**config.mk**
```make
export PLATFORM = sky130hd
export DESIGN_NAME = scht_ram
export DESIGN_NICKNAME = d
export VERILOG_FILES = /design/src/hdl/spatial_cell_hash_table_assert.svh /design/src/hdl/scht_ram.sv
export SDC_FILE = /design/constraint.sdc
export NUM_CORES = 1
export LEC_CHECK = 0
export BUFFER_PORTS_ARGS = -buffer_cell sky130_fd_sc_hd__buf_4
export CORE_UTILIZATION = 50
export CTS_CLUSTER_SIZE = 14
export DETAILED_ROUTE_END_ITERATION = 10
export PLACE_DENSITY_LB_ADDON = 0.25
export SLEW_MARGIN = 20
export SYNTH_ARGS = -nofsm -noshare
export SYNTH_HDL_FRONTEND = slang
export SYNTH_SLANG_ARGS = --single-unit
```
**constraint.sdc**
```tcl
create_clock -name i_clk -period 2.32 [get_ports i_clk]
set_input_delay 0.464 -clock i_clk [delete_from_list [all_inputs] [get_ports i_clk]]
set_output_delay 0.464 -clock i_clk [all_outputs]
set_load 0.02 [all_outputs]
```
**src/hdl/spatial_cell_hash_table_assert.svh**
```systemverilog
`ifndef SPATIAL_CELL_HASH_TABLE_ASSERT_SVH
`define SPATIAL_CELL_HASH_TABLE_ASSERT_SVH

// same-cycle implication, checked outside reset
`define SCHT_ASSERT_IMP(lbl, clk, rst_n, ante, cons) \
    lbl: assert property (@(posedge clk) disable iff (!(rst_n)) (ante) |-> (cons)) \
        else $error("assertion failed");

// next-cycle implication, checked outside reset
`define SCHT_ASSERT_NXT(lbl, clk, rst_n, ante, cons) \
    lbl: assert property (@(posedge clk) disable iff (!(rst_n)) (ante) |=> (cons)) \
        else $error("assertion failed");

`endif

```
**src/hdl/scht_ram.sv**
```systemverilog
module scht_ram #(
    parameter int WIDTH = 8,
    parameter int DEPTH = 16
) (
    input  logic                     i_clk,
    input  logic                     i_we,
    input  logic [$clog2(DEPTH)-1:0] i_waddr,
    input  logic [WIDTH-1:0]         i_wdata,
    input  logic [$clog2(DEPTH)-1:0] i_raddr,
    output logic [WIDTH-1:0]         o_rdata
);
    logic [WIDTH-1:0] r_mem [DEPTH];
    logic [WIDTH-1:0] r_rdata;

    always_ff @(posedge i_clk) begin
        if (i_we) begin
            r_mem[i_waddr] <= i_wdata;
        end
        r_rdata <= r_mem[i_raddr];
    end

    assign o_rdata = r_rdata;
endmodule

```
==> impl_metrics.sql <==
INSERT INTO impl_metrics (metric_group, metric, value, unit) VALUES
('worst_hold_path', 'hp_class', 'in -> reg', ''),
('yosys', 'ys_seq_elements', '136', ''),
('sta', 'setup_repair_after_global_routing_missed_its_margin', 'no', ''),
('worst_hold_path', 'min-delay-start', 'i_wdata[4]', ''),
('grt', 'global_route_wire_length_before_repair', '14640', 'um'),
('sta', 'post-route-worst-setup-slack', '784.0', 'ps'),
('grt', 'groute.usage.overall', '20.62', '%'),
('layout', 'sequential_cell_area', '4004', 'um2'),
('sta', 'timing.slew.headroom', '70.77', '%'),
('power_and_ir_drop', 'leakagePower', '2.113', 'nW'),
('die', 'core', '9864', 'um2'),
('detailed_routing', 'number_of_violations_reported_at_the_end_of_detailed_routing_iteration_0', '168', ''),
('clocking', 'tritoncts', 'yes', ''),
('flow_run', 'max_cap_viol', '0', ''),
('yosys', 'post_synth_num_cell_types', '19', ''),
('detailed_routing', 'antenna_left', '0', ''),
('detailed_routing', 'drt_pre_antenna_iters', '4', ''),
('yosys', 'seq_area_frac_synth', '77.78', '%'),
('outcome', 'status', 'complete, no violations', ''),
('detailed_routing', 'residual_drc_count', '0', ''),
('sta', 'post-route-min-period', '1536', 'ps'),
('layout', 'stdcell_area', '6175', 'um2'),
('critical_path', 'r2r_start', 'r_mem[10][2]', ''),
('detailed_routing', 'viasPerCell', '5.786', ''),
('clocking', 'cts_resized', '0', ''),
('placement', 'dpl.hpwl', '6246', 'um'),
('clocking', 'cts_htree_levels', '4', ''),
('die', 'die_h', '103.5', 'um'),
('detailed_routing', 'routed_wire_length_per_instance', '22.85', 'um'),
('critical_path', 'timing.reg2reg.worst_path_depth', '3', ''),
('grt', 'grt_antenna_before_repair', '0', ''),
('critical_path', 'path_max_fanout', '17', ''),
('grt', 'number_of_global_route_vias_before_repair', '2556', ''),
('sta', 'worst_pin_slew', '438.5', 'ps'),
('sta', 'slew_viol_final', '0', ''),
('clocking', 'cts_max_path_buffers', '2', ''),
('sta', 'final_report_hold_violation_count', '0', ''),
('sta', 'timing.clock.skew', '5.195', 'ps'),
('yosys', 'yosys_most_used_dff', 'sky130_fd_sc_hd__edfxtp_1', ''),
('sta', 'finalHoldWorstSlack', '257.0', 'ps'),
('worst_hold_path', 'hold-path-cell-count', '1', ''),
('critical_path', 'first_element_of_the_critical_path', 'i_raddr[0]', ''),
('die', 'start_util', '52.18', '%'),
('yosys', 'synth_async_sr_flop_share', '0', '%'),
('yosys', 'syn-num-nets', '247', ''),
('sta', 'tns', '0', 'ps'),
('critical_path', 'crit_arrival', '1920', 'ps'),
('clocking', 'cts-buffers-inserted', '17', ''),
('layout', 'layout_commonest_cell', 'sky130_fd_sc_hd__edfxtp_1', ''),
('clocking', 'ctsRootBufferMaster', 'sky130_fd_sc_hd__clkbuf_8', ''),
('yosys', 'post_synth_instance_area', '5147', 'um2'),
('critical_path', 'cp_data_required_time', '2700', 'ps'),
('die', 'design.portCount', '26', ''),
('clocking', 'cts.hold.buffers_added', '0', ''),
('grt', 'globalRouteOverflowTotal', '0', ''),
('layout', 'filler_cell_count', '675', ''),
('detailed_routing', 'finalWirelength', '9825', 'um'),
('layout', 'multiInputGateArea', '1057', 'um2'),
('yosys', 'postSynthCellCount', '229', ''),
('yosys', 'ys_warn_count', '0', ''),
('critical_path', 'path_class', 'in -> reg', ''),
('layout', 'layout.cells.most_common_list', '128 x sky130_fd_sc_hd__edfxtp_1, 45 x sky130_fd_sc_hd__buf_4, 18 x sky130_fd_sc_hd__mux4_2, 16 x sky130_fd_sc_hd__a22oi_1, 16 x sky130_fd_sc_hd__clkbuf_16', ''),
('clocking', 'clock_latency', '510', 'ps'),
('critical_path', 'startpoint_type', 'input port', ''),
('grt', 'grt_start_max_net_pins', '33', ''),
('die', 'die_area', '10710', 'um2'),
('yosys', 'synth_edf_count', '128', ''),
('layout', 'antenna_cells', '0', ''),
('placement', 'port-buffer-count', '25', ''),
('clocking', 'numClockSinks', '136', ''),
('clocking', 'cts.repair_timing.setup_buffer_count', '0', '');
==> power by group <==
group / total, W / switching, W / internal, W / leakage (nW)
sequential: 0.00276 / 0.0000163 / 0.00275 / 1.22
clock: 0.00263 / 0.000995 / 0.00164 / 0.282
combinational: 0.000289 / 0.000161 / 0.000128 / 0.607
==> final timing paths <==
kind	endpoint	slack, ps
setup / recovery	o_rdata[2]	780
hold / removal	r_mem[6][4]	260
setup reg to reg	o_rdata[2]	970
hold reg to reg	o_rdata[1]	680
==> final cells by class <==
type,instances,area share [%]
clock buffer,17,6.707
clock inverter,15,2.837
multi-input combinational,83,17.12
sequential,136,64.84
tap,133,2.695
timing repair buffer,46,5.795
==> cells in the mapped netlist, types with 3 or more instances <==
master / instances / area share, %
sky130_fd_sc_hd__a22oi_1: 16 / 2.3
sky130_fd_sc_hd__buf_2: 3 / 0.29
sky130_fd_sc_hd__buf_6: 3 / 0.66
sky130_fd_sc_hd__clkdlybuf4s25_2: 3 / 0.58
sky130_fd_sc_hd__dfxtp_1: 8 / 3.1
sky130_fd_sc_hd__edfxtp_1: 128 / 75
sky130_fd_sc_hd__mux4_1: 14 / 7.1
sky130_fd_sc_hd__mux4_2: 18 / 7.9
sky130_fd_sc_hd__nand2_1: 9 / 0.66
sky130_fd_sc_hd__nor2_1: 13 / 0.95
sky130_fd_sc_hd__nor3_1: 4 / 0.39
==> critical path, cell delays in order <==
cell and delay, ps:
sky130_fd_sc_hd__buf_4 300, sky130_fd_sc_hd__buf_4 260, sky130_fd_sc_hd__mux4_1 590, sky130_fd_sc_hd__a22oi_1 220, sky130_fd_sc_hd__nand2_1 70
==> logic make-up after synthesis <==
| kind of cell | after synthesis | share of synthesized area, % |
|---|---|---|
| simple gates | 35 | 3.184 |
| buf+inv | 10 | 1.677 |
| compound gates | 16 | 2.334 |
| flops | 136 | 77.78 |
| mux | 32 | 15.02 |
==> per-layer routing <==
layer,up-vias,GRT usage [%],share of wire (%)
met5,-,0,0
met4,0,8.342,1.7
met3,13,6.384,7.5
met2,108,31.23,48
met1,1285,28.21,43
li1,1082,-,-
==> registers in the layout, summed over array words and instances, names as in the netlist <==
name and flops:
r_mem 128, o_rdata 8
==> metrics by stage <==
| stage | power, W | instances | util [%] |
|---|---|---|---|
| after global placement | 0.003100 | 398 | 56.62 |
| after global routing | 0.005862 | 430 | 62.60 |
| after detailed placement | 0.003107 | 398 | 56.62 |
| after CTS | 0.005729 | 430 | 62.60 |
| after floorplan | 0.002969 | 229 | - |
| final | 0.005685 | 430 | 62.60 |
(Power assumes the default switching activity.)
