===== config.mk =====
export PLATFORM = sky130hd
export DESIGN_NAME = scht_hash
export DESIGN_NICKNAME = d
export VERILOG_FILES = /design/src/hdl/spatial_cell_hash_table_assert.svh /design/src/hdl/scht_pkg.sv /design/src/hdl/scht_hash.sv
export SDC_FILE = /design/constraint.sdc
export NUM_CORES = 1
export LEC_CHECK = 0
export ABC_CLOCK_PERIOD_IN_PS = 13300
export BUFFER_PORTS_ARGS = -buffer_cell sky130_fd_sc_hd__buf_2
export CORE_UTILIZATION = 62
export CTS_CLUSTER_DIAMETER = 200
export DETAILED_ROUTE_END_ITERATION = 8
export PLACE_DENSITY = 0.8
export SLEW_MARGIN = 30
export SYNTH_ARGS = -nofsm -noshare
export SYNTH_HDL_FRONTEND = slang
export SYNTH_SLANG_ARGS = --single-unit

===== constraint.sdc =====
create_clock -name i_clk -period 13.3 [get_ports i_clk]
set_clock_uncertainty 0.1 [all_clocks]
set_input_delay 2.66 -clock i_clk [delete_from_list [all_inputs] [get_ports i_clk]]
set_output_delay 2.66 -clock i_clk [all_outputs]
set_load 0.03 [all_outputs]

===== src/hdl/spatial_cell_hash_table_assert.svh =====
`ifndef SPATIAL_CELL_HASH_TABLE_ASSERT_SVH
`define SPATIAL_CELL_HASH_TABLE_ASSERT_SVH

// same-cycle implication, checked outside reset
`define SCHT_ASSERT_IMP(lbl, clk, rst_n, ante, cons) \
    lbl: assert property (@(posedge clk) disable iff (!(rst_n)) (ante) |-> (cons)) \
        else $error("assertion failed");

// next-cycle implication, checked outside reset
`define SCHT_ASSERT_NXT(lbl, clk, rst_n, ante, cons) \
    lbl: assert property (@(posedge clk) disable iff (!(rst_n)) (ante) |=> (cons)) \
        else $error("assertion failed");

`endif


===== src/hdl/scht_pkg.sv =====
package scht_pkg;
    localparam int BUCKETS     = 1024;
    localparam int BUCKET_BITS = $clog2(BUCKETS);
    localparam int M_BITS      = BUCKET_BITS + 1;
    localparam int COORD_BITS  = 10;
    localparam int KEY_BITS    = 3 * COORD_BITS;
    localparam int ENTRY_BITS  = KEY_BITS + 1;
    localparam int WORD_BITS   = 32;

    localparam logic [1:0] REQ_INSERT = 2'd0;
    localparam logic [1:0] REQ_LOOKUP = 2'd1;
    localparam logic [1:0] REQ_CLEAR  = 2'd2;
    localparam logic [1:0] REQ_UNUSED = 2'd3;

    localparam logic [1:0] ST_OK       = 2'd0;
    localparam logic [1:0] ST_NOTFOUND = 2'd1;
    localparam logic [1:0] ST_FULL     = 2'd2;

    localparam logic [1:0] CFG_COUNT  = 2'd0;
    localparam logic [1:0] CFG_MULT_X = 2'd1;
    localparam logic [1:0] CFG_MULT_Y = 2'd2;
    localparam logic [1:0] CFG_MULT_Z = 2'd3;

    typedef struct packed {
        logic go;
        logic sel_xor;
    } t_hash_cmd;

    typedef struct packed {
        logic                   done;
        logic [BUCKET_BITS-1:0] idx;
    } t_hash_rsp;
endpackage


===== src/hdl/scht_hash.sv =====
module scht_hash (
    input  logic                             i_clk,
    input  logic                             i_rst_n,
    input  scht_pkg::t_hash_cmd              i_cmd,
    input  logic [scht_pkg::COORD_BITS-1:0]  i_x,
    input  logic [scht_pkg::COORD_BITS-1:0]  i_y,
    input  logic [scht_pkg::COORD_BITS-1:0]  i_z,
    input  logic [scht_pkg::WORD_BITS-1:0]   i_mult_x,
    input  logic [scht_pkg::WORD_BITS-1:0]   i_mult_y,
    input  logic [scht_pkg::WORD_BITS-1:0]   i_mult_z,
    input  logic [scht_pkg::M_BITS-1:0]      i_m,
    output scht_pkg::t_hash_rsp              o_rsp
);
    import scht_pkg::*;

    localparam logic [1:0] P_IDLE = 2'd0;
    localparam logic [1:0] P_MUL  = 2'd1;
    localparam logic [1:0] P_DIV  = 2'd2;
    localparam logic [1:0] P_FIN  = 2'd3;
    localparam int CNT_BITS = $clog2(WORD_BITS);

    logic [1:0]           r_phase, n_phase;
    logic [CNT_BITS-1:0]  r_cnt, n_cnt;
    logic                 r_sel, n_sel;
    logic [WORD_BITS-1:0] r_sum, n_sum;
    logic [WORD_BITS-1:0] r_xor, n_xor;
    logic [WORD_BITS-1:0] r_dvd, n_dvd;
    logic [M_BITS-1:0]    r_rem, n_rem;
    logic                 r_neg, n_neg;
    logic                 r_done, n_done;
    logic [BUCKET_BITS-1:0] r_idx, n_idx;

    logic [WORD_BITS-1:0]  mul_a, mul_b, prod, h;
    logic [COORD_BITS-1:0] coord;
    logic [M_BITS:0]       rem2, rem_sub;

    // one shared multiplier, one product per cycle
    always_comb begin
        unique case (r_cnt[1:0])
            2'd0:    begin mul_a = i_mult_x; coord = i_x; end
            2'd1:    begin mul_a = i_mult_y; coord = i_y; end
            default: begin mul_a = i_mult_z; coord = i_z; end
        endcase
        mul_b = {{(WORD_BITS-COORD_BITS){1'b0}}, coord};
        prod  = mul_a * mul_b;
        h     = r_sel ? r_xor : r_sum;
        rem2    = {r_rem, r_dvd[WORD_BITS-1]};
        rem_sub = rem2 - {1'b0, i_m};
    end

    always_comb begin
        n_phase = r_phase;
        n_cnt   = r_cnt;
        n_sel   = r_sel;
        n_sum   = r_sum;
        n_xor   = r_xor;
        n_dvd   = r_dvd;
        n_rem   = r_rem;
        n_neg   = r_neg;
        n_done  = 1'b0;
        n_idx   = r_idx;
        unique case (r_phase)
            P_IDLE: begin
                if (i_cmd.go) begin
                    n_phase = P_MUL;
                    n_cnt   = '0;
                    n_sel   = i_cmd.sel_xor;
                    n_sum   = '0;
                    n_xor   = '0;
                end
            end
            P_MUL: begin
                n_sum = r_sum + prod;
                n_xor = r_xor ^ prod;
                n_cnt = r_cnt + 1'b1;
                if (r_cnt == CNT_BITS'(2)) begin
                    n_phase = P_FIN;
                end
            end
            P_FIN: begin
                // load magnitude of the hash into the divider
                n_neg   = h[WORD_BITS-1];
                n_dvd   = h[WORD_BITS-1] ? (~h + 1'b1) : h;
                n_rem   = '0;
                n_cnt   = '0;
                n_phase = P_DIV;
            end
            default: begin
                // restoring remainder, one bit a cycle
                n_rem = (rem2 >= {1'b0, i_m}) ? rem_sub[M_BITS-1:0] : rem2[M_BITS-1:0];
                n_dvd = {r_dvd[WORD_BITS-2:0], 1'b0};
                n_cnt = r_cnt + 1'b1;
                if (r_cnt == CNT_BITS'(WORD_BITS - 1)) begin
                    n_phase = P_IDLE;
                    n_done  = 1'b1;
                    n_idx   = (r_neg && n_rem != '0) ? BUCKET_BITS'(i_m - n_rem)
                                                     : BUCKET_BITS'(n_rem);
                end
            end
        endcase
    end

    always_ff @(posedge i_clk) begin
        if (!i_rst_n) begin
            r_phase <= P_IDLE;
            r_done  <= 1'b0;
        end else begin
            r_phase <= n_phase;
            r_done  <= n_done;
        end
        r_cnt <= n_cnt;
        r_sel <= n_sel;
        r_sum <= n_sum;
        r_xor <= n_xor;
        r_dvd <= n_dvd;
        r_rem <= n_rem;
        r_neg <= n_neg;
        r_idx <= n_idx;
    end

    assign o_rsp.done = r_done;
    assign o_rsp.idx  = r_idx;
endmodule


==> reports/results.tsv, run 1 <==
metric	value	unit
synth_area_per_cell	9.28	sq um
synth_common_cells	inv_1 (239), fa_1 (201), nor2_1 (198), nand2_1 (192), edfxtp_1 (124)	
yosys_most_used_dff	edfxtp_1	
synth.distinct_cells	78	
cp_num_buf_inv	6	
vias	13700	
drv_cap	0	
finalNetCount	2444	
synth-seq-cells	127	
reg2reg_from	r_cnt[0]	
yosysMostFrequentCell	inv_1	
setup_viol	0	
synth_area_leaders	fa_1 (23%), edfxtp_1 (21%), ha_1 (7.8%)	
synth_edf_count	124	
grt_max_degree	67	
cts-resized-gates	0	
first_global_vias	14100	
maxSlewHeadroom	0.344	
drive_gt1_frac	0.135	
arrival	10670	ps
dp.cells	2346	
crit_family	compound AO/OA/AOI/OAI gates	
gr-total-overflow	0	
synth_top_area_frac	0.232	
finalCriticalPeriod	10590	ps
r2r_end	r_sum[30]	
rrSetupSlack	3400	ps
hold_class	flop to flop	
route.antenna.remaining_nets	0	
first_pass_iters	5	
cts_setup_buffers	0	
grt_usage	0.303	
grt_antenna_before_repair	0	
htreeDepth	4	
die-area	28700	sq um
end_kind	flop	
ys_seq_area_frac	0.218	
yosys.area.top_type	fa_1	
drc	0	
slew_violations	0	
synth-async-reset-ratio	0	
status	finished clean	
fin_util	0.701	
cts_tree	built	
critPathKind	primary input to flop	
syn_to_final_growth	9.87	%
fmax	94.4	MHz
avgViaCountPerCell	5.76	
antenna_cells	0	
pin_count	152	
rsz0062_at_grt	false	
die_h	169	um
critPathLaunch	i_mult_x[1]	
worstSetupPathDepth	32	
clk_pin_slew	60	ps
syn_nets	2324	
syn_area	17400	sq um
tns	0	ps
fp-row-count	60	
worstSkewPairLatency	430	ps
yosys_warnings	0	
cp-endpoint	r_sum[30]	
wl	41500	um
max_stage_delay	700	ps
core	27300	sq um
cp-start-kind	primary input	
cts_buffer_depth	2	
stdcell_count	2378	
worst_ep_required_time	13380	ps
cts_hold_buffers	0	
clock_sinks	127	
root_buffer	clkbuf_16	
routabilityCongestion	0.960	
die_w	169	um
grt_pass1_wl	68600	um
syn_inst	1873	
cpMaxStageDelayCell	a21oi_1	
wl_per_cell	17.5	um
critPathMaxFanout	8	
worst_pin_slew	984	ps
io_buffers	151	
fin_crit_sh	0.796	
initial_utilization	0.638	
dp_hpwl	32300	um
drtIter0Drc	983	
cts-buffers-inserted	17	
worst_r2r_path_depth	34	
hold_viol	0	
worst min path at each step:
stage,from,end,slack (ps),cells past startpoint
after global routing,r_dvd[30],r_dvd[31],470,2
final,r_dvd[21],r_dvd[22],450,1
after detailed placement,r_dvd[11],r_dvd[12],430,1
after global placement,r_dvd[29],r_dvd[30],430,1
after CTS,r_phase[0],r_phase[0],450,2
after floorplan,r_dvd[30],r_dvd[31],400,2
sequential cells by signal, indices dropped and copies added (netlist names):
register,flops
r_cnt,5
r_done,1
r_dvd,32
r_idx,10
r_neg,1
r_phase,2
r_rem,11
r_sel,1
r_sum,32
r_xor,32
cells in the final DEF, fill, tap and decap left out, types with 65 or more instances in the layout:
cell | Yosys | routed
nor2_1 | 198 | 196
fa_1 | 201 | 201
a21oi_1 | 121 | 120
ha_1 | 109 | 106
xnor2_1 | 88 | 88
nand2_1 | 192 | 191
edfxtp_1 | 124 | 124
inv_1 | 239 | 239
buf_2 | 8 | 151
and2_1 | 65 | 65
through the flow:
| step | cell area (sq um) | hold slack (ps) | worst slack [ps] |
|---|---|---|---|
| after floorplan | 17400 | 397 | 3270 |
| after global placement | 18400 | 427 | 2570 |
| after detailed placement | 18400 | 432 | 2390 |
| after CTS | 19100 | 450 | 2800 |
| after global routing | 19100 | 471 | 2310 |
| final | 19100 | 449 | 2710 |
kinds of logic (layout without fill, tap and decap cells):
family	count (synthesis)	count (layout)	share of synthesized area
simple gates	561	561	0.146
buf+inv	303	436	0.0695
flops	127	127	0.218
fa+ha+maj	310	310	0.310
compound gates	358	358	0.140
xor+xnor	143	143	0.0729
mux	71	71	0.0438
per-layer routing:
metal  vias up  share of wire  track usage
met2       539           0.47        0.511
met3        79          0.062       0.0347
li1       6474              -            -
met4         0          0.030        0.110
met1      6594           0.44        0.404
met5         -              0            0
cell type report:
type / instances / area, sq um
timing repair buffer: 165 / 861
tap: 372 / 465
multi-input combinational: 1443 / 12400
sequential: 127 / 3780
inverter: 239 / 897
clock inverter: 13 / 236
clock buffer: 19 / 433
fill: 2055 / 8160
Power of run 1 is left out: the tool's default activity adds up to more than one toggle a clock period on the data nets, which glitch-free logic cannot reach.
==> run 2, diff against run 1 <==
--- a/config.mk
+++ b/config.mk
@@ -5,12 +5,12 @@
 export SDC_FILE = /design/constraint.sdc
 export NUM_CORES = 1
 export LEC_CHECK = 0
-export ABC_CLOCK_PERIOD_IN_PS = 13300
+export ABC_CLOCK_PERIOD_IN_PS = 9200
 export BUFFER_PORTS_ARGS = -buffer_cell sky130_fd_sc_hd__buf_2
-export CORE_UTILIZATION = 62
+export CORE_UTILIZATION = 57
 export CTS_CLUSTER_DIAMETER = 200
 export DETAILED_ROUTE_END_ITERATION = 8
-export PLACE_DENSITY = 0.8
+export PLACE_DENSITY = 0.78
 export SLEW_MARGIN = 30
 export SYNTH_ARGS = -nofsm -noshare
 export SYNTH_HDL_FRONTEND = slang
==> constraint.sdc (replaced) <==
create_clock -name i_clk -period 9.2 [get_ports i_clk]
set_clock_uncertainty 0.1 [all_clocks]
set_input_delay 1.84 -clock i_clk [delete_from_list [all_inputs] [get_ports i_clk]]
set_output_delay 1.84 -clock i_clk [all_outputs]
set_load 0.03 [all_outputs]
==> reports/results.tsv, run 2 (synthesized netlist as in run 1, its figures left out) <==
metric	value	unit
routabilityCongestion	0.919	
hold_depth	1	
grt_antenna_before_repair	0	
worst_slack	259	ps
wl_per_cell	16.6	um
worst_ep_required_time	9280	ps
r2r_end	r_sum[30]	
rrSetupSlack	470	ps
slew_violations	0	
initial_utilization	0.583	
status	finished clean	
avgViaCountPerCell	5.60	
critPathMaxFanout	8	
core	29800	sq um
fin_crit_sh	0.972	
reg2reg_from	r_cnt[0]	
setup_viol	0	
cts_hold_buffers	0	
first_global_vias	13900	
clock_sinks	127	
met2_usage	0.461	
final.fill_count	2385	
die_w	177	um
dp_slack	-128	ps
grt_pass1_wl	67700	um
first_pass_iters	6	
arrival	9020	ps
end_kind	flop	
wl	41300	um
hold-path-endpoint	r_dvd[28]	
finalNetCount	2535	
critPathKind	primary input to flop	
worst_r2r_path_depth	33	
io_buffers	151	
gr-max-usage-layer	met2	
top_regs	r_dvd (32), r_sum (32), r_xor (32)	
fmax	112	MHz
area.sequential	3780	sq um
final_cell_mix	inv_1 (239), fa_1 (201), nor2_1 (196), nand2_1 (192), buf_2 (151)	
fp-row-count	63	
hp-start	r_dvd[27]	
vias	13900	
die-area	31200	sq um
cp-start-kind	primary input	
die_h	177	um
htreeDepth	4	
syn_to_final_growth	14.0	%
drive_gt1_frac	0.175	
path_common_cell	fa_1	
dp_hpwl	33500	um
hold_class	flop to flop	
worst_pin_slew	827	ps
pin_count	152	
drtIter0Drc	943	
met1_usage	0.361	
gr-total-overflow	0	
grt_usage	0.273	
gr-usage-met3	0.0396	
worstSkewPairLatency	430	ps
grt_max_degree	67	
maxSlewHeadroom	0.442	
drv_cap	0	
route.antenna.remaining_nets	0	
antenna_cells	0	
cts_buffer_depth	2	
finalCriticalPeriod	8940	ps
hold_viol	0	
final_common_cell	inv_1	
cts_tree	built	
fin_util	0.665	
cts-buffers-inserted	17	
drc	0	
root_buffer	clkbuf_16	
multiInputGateArea	12500	sq um
clk_pin_slew	60	ps
cpMaxStageDelayCell	fa_1	
max_stage_delay	550	ps
run 2: through the flow:
step | cell area [sq um] | hold WS, ps | setup TNS, ps | std cells
detailed placement | 19100 | 432 | -411 | 2449
floorplan | 17400 | 397 | 0 | 1873
global placement | 19100 | 428 | 0 | 2449
finish | 19800 | 449 | 0 | 2487
CTS | 19700 | 448 | 0 | 2481
global route | 19800 | 458 | -459 | 2487
run 2: what timing repair did:
| item | CTS | global route |
|---|---|---|
| endpoints found under the setup margin | 0 | 6 |
| resized for setup | 0 | 11 |
| buffers inserted | 0 | 6 |
run 2: cell type report:
class,count,share of cell area
sequential,127,0.191
inverter,239,0.0453
clock buffer,17,0.0215
multi-input combinational,1443,0.629
tap,390,0.0246
timing repair buffer,256,0.0798
clock inverter,15,0.00865
run 2: worst max-delay path by stage:
stage	slack [ps]	start	endpoint
after global placement	20	i_y[1]	r_sum[30]
after floorplan	50	i_x[2]	r_sum[30]
after detailed placement	-130	i_mult_x[6]	r_sum[30]
after global routing	-110	i_x[6]	r_sum[30]
final	260	i_x[6]	r_sum[30]
after CTS	300	i_y[1]	r_sum[30]
run 2: routing by layer:
layer / up-vias / part of all wire / routed length, um
met5: - / 0 / 0
met4: 0 / 0.029 / 1200
met3: 85 / 0.056 / 2320
met2: 513 / 0.48 / 19700
met1: 6685 / 0.44 / 18100
li1: 6654 / - / -
run 2: critical path: cells and delay by family:
family / cells / cell delay, ps
and+or+nand+nor: 6 / 920
xor gates and xnor gates: 1 / 130
buffers and inverters: 5 / 340
adders and majority gates: 7 / 3060
AOI/OAI and AO/OA: 12 / 2740
Power of run 2 is left out for the same reason.
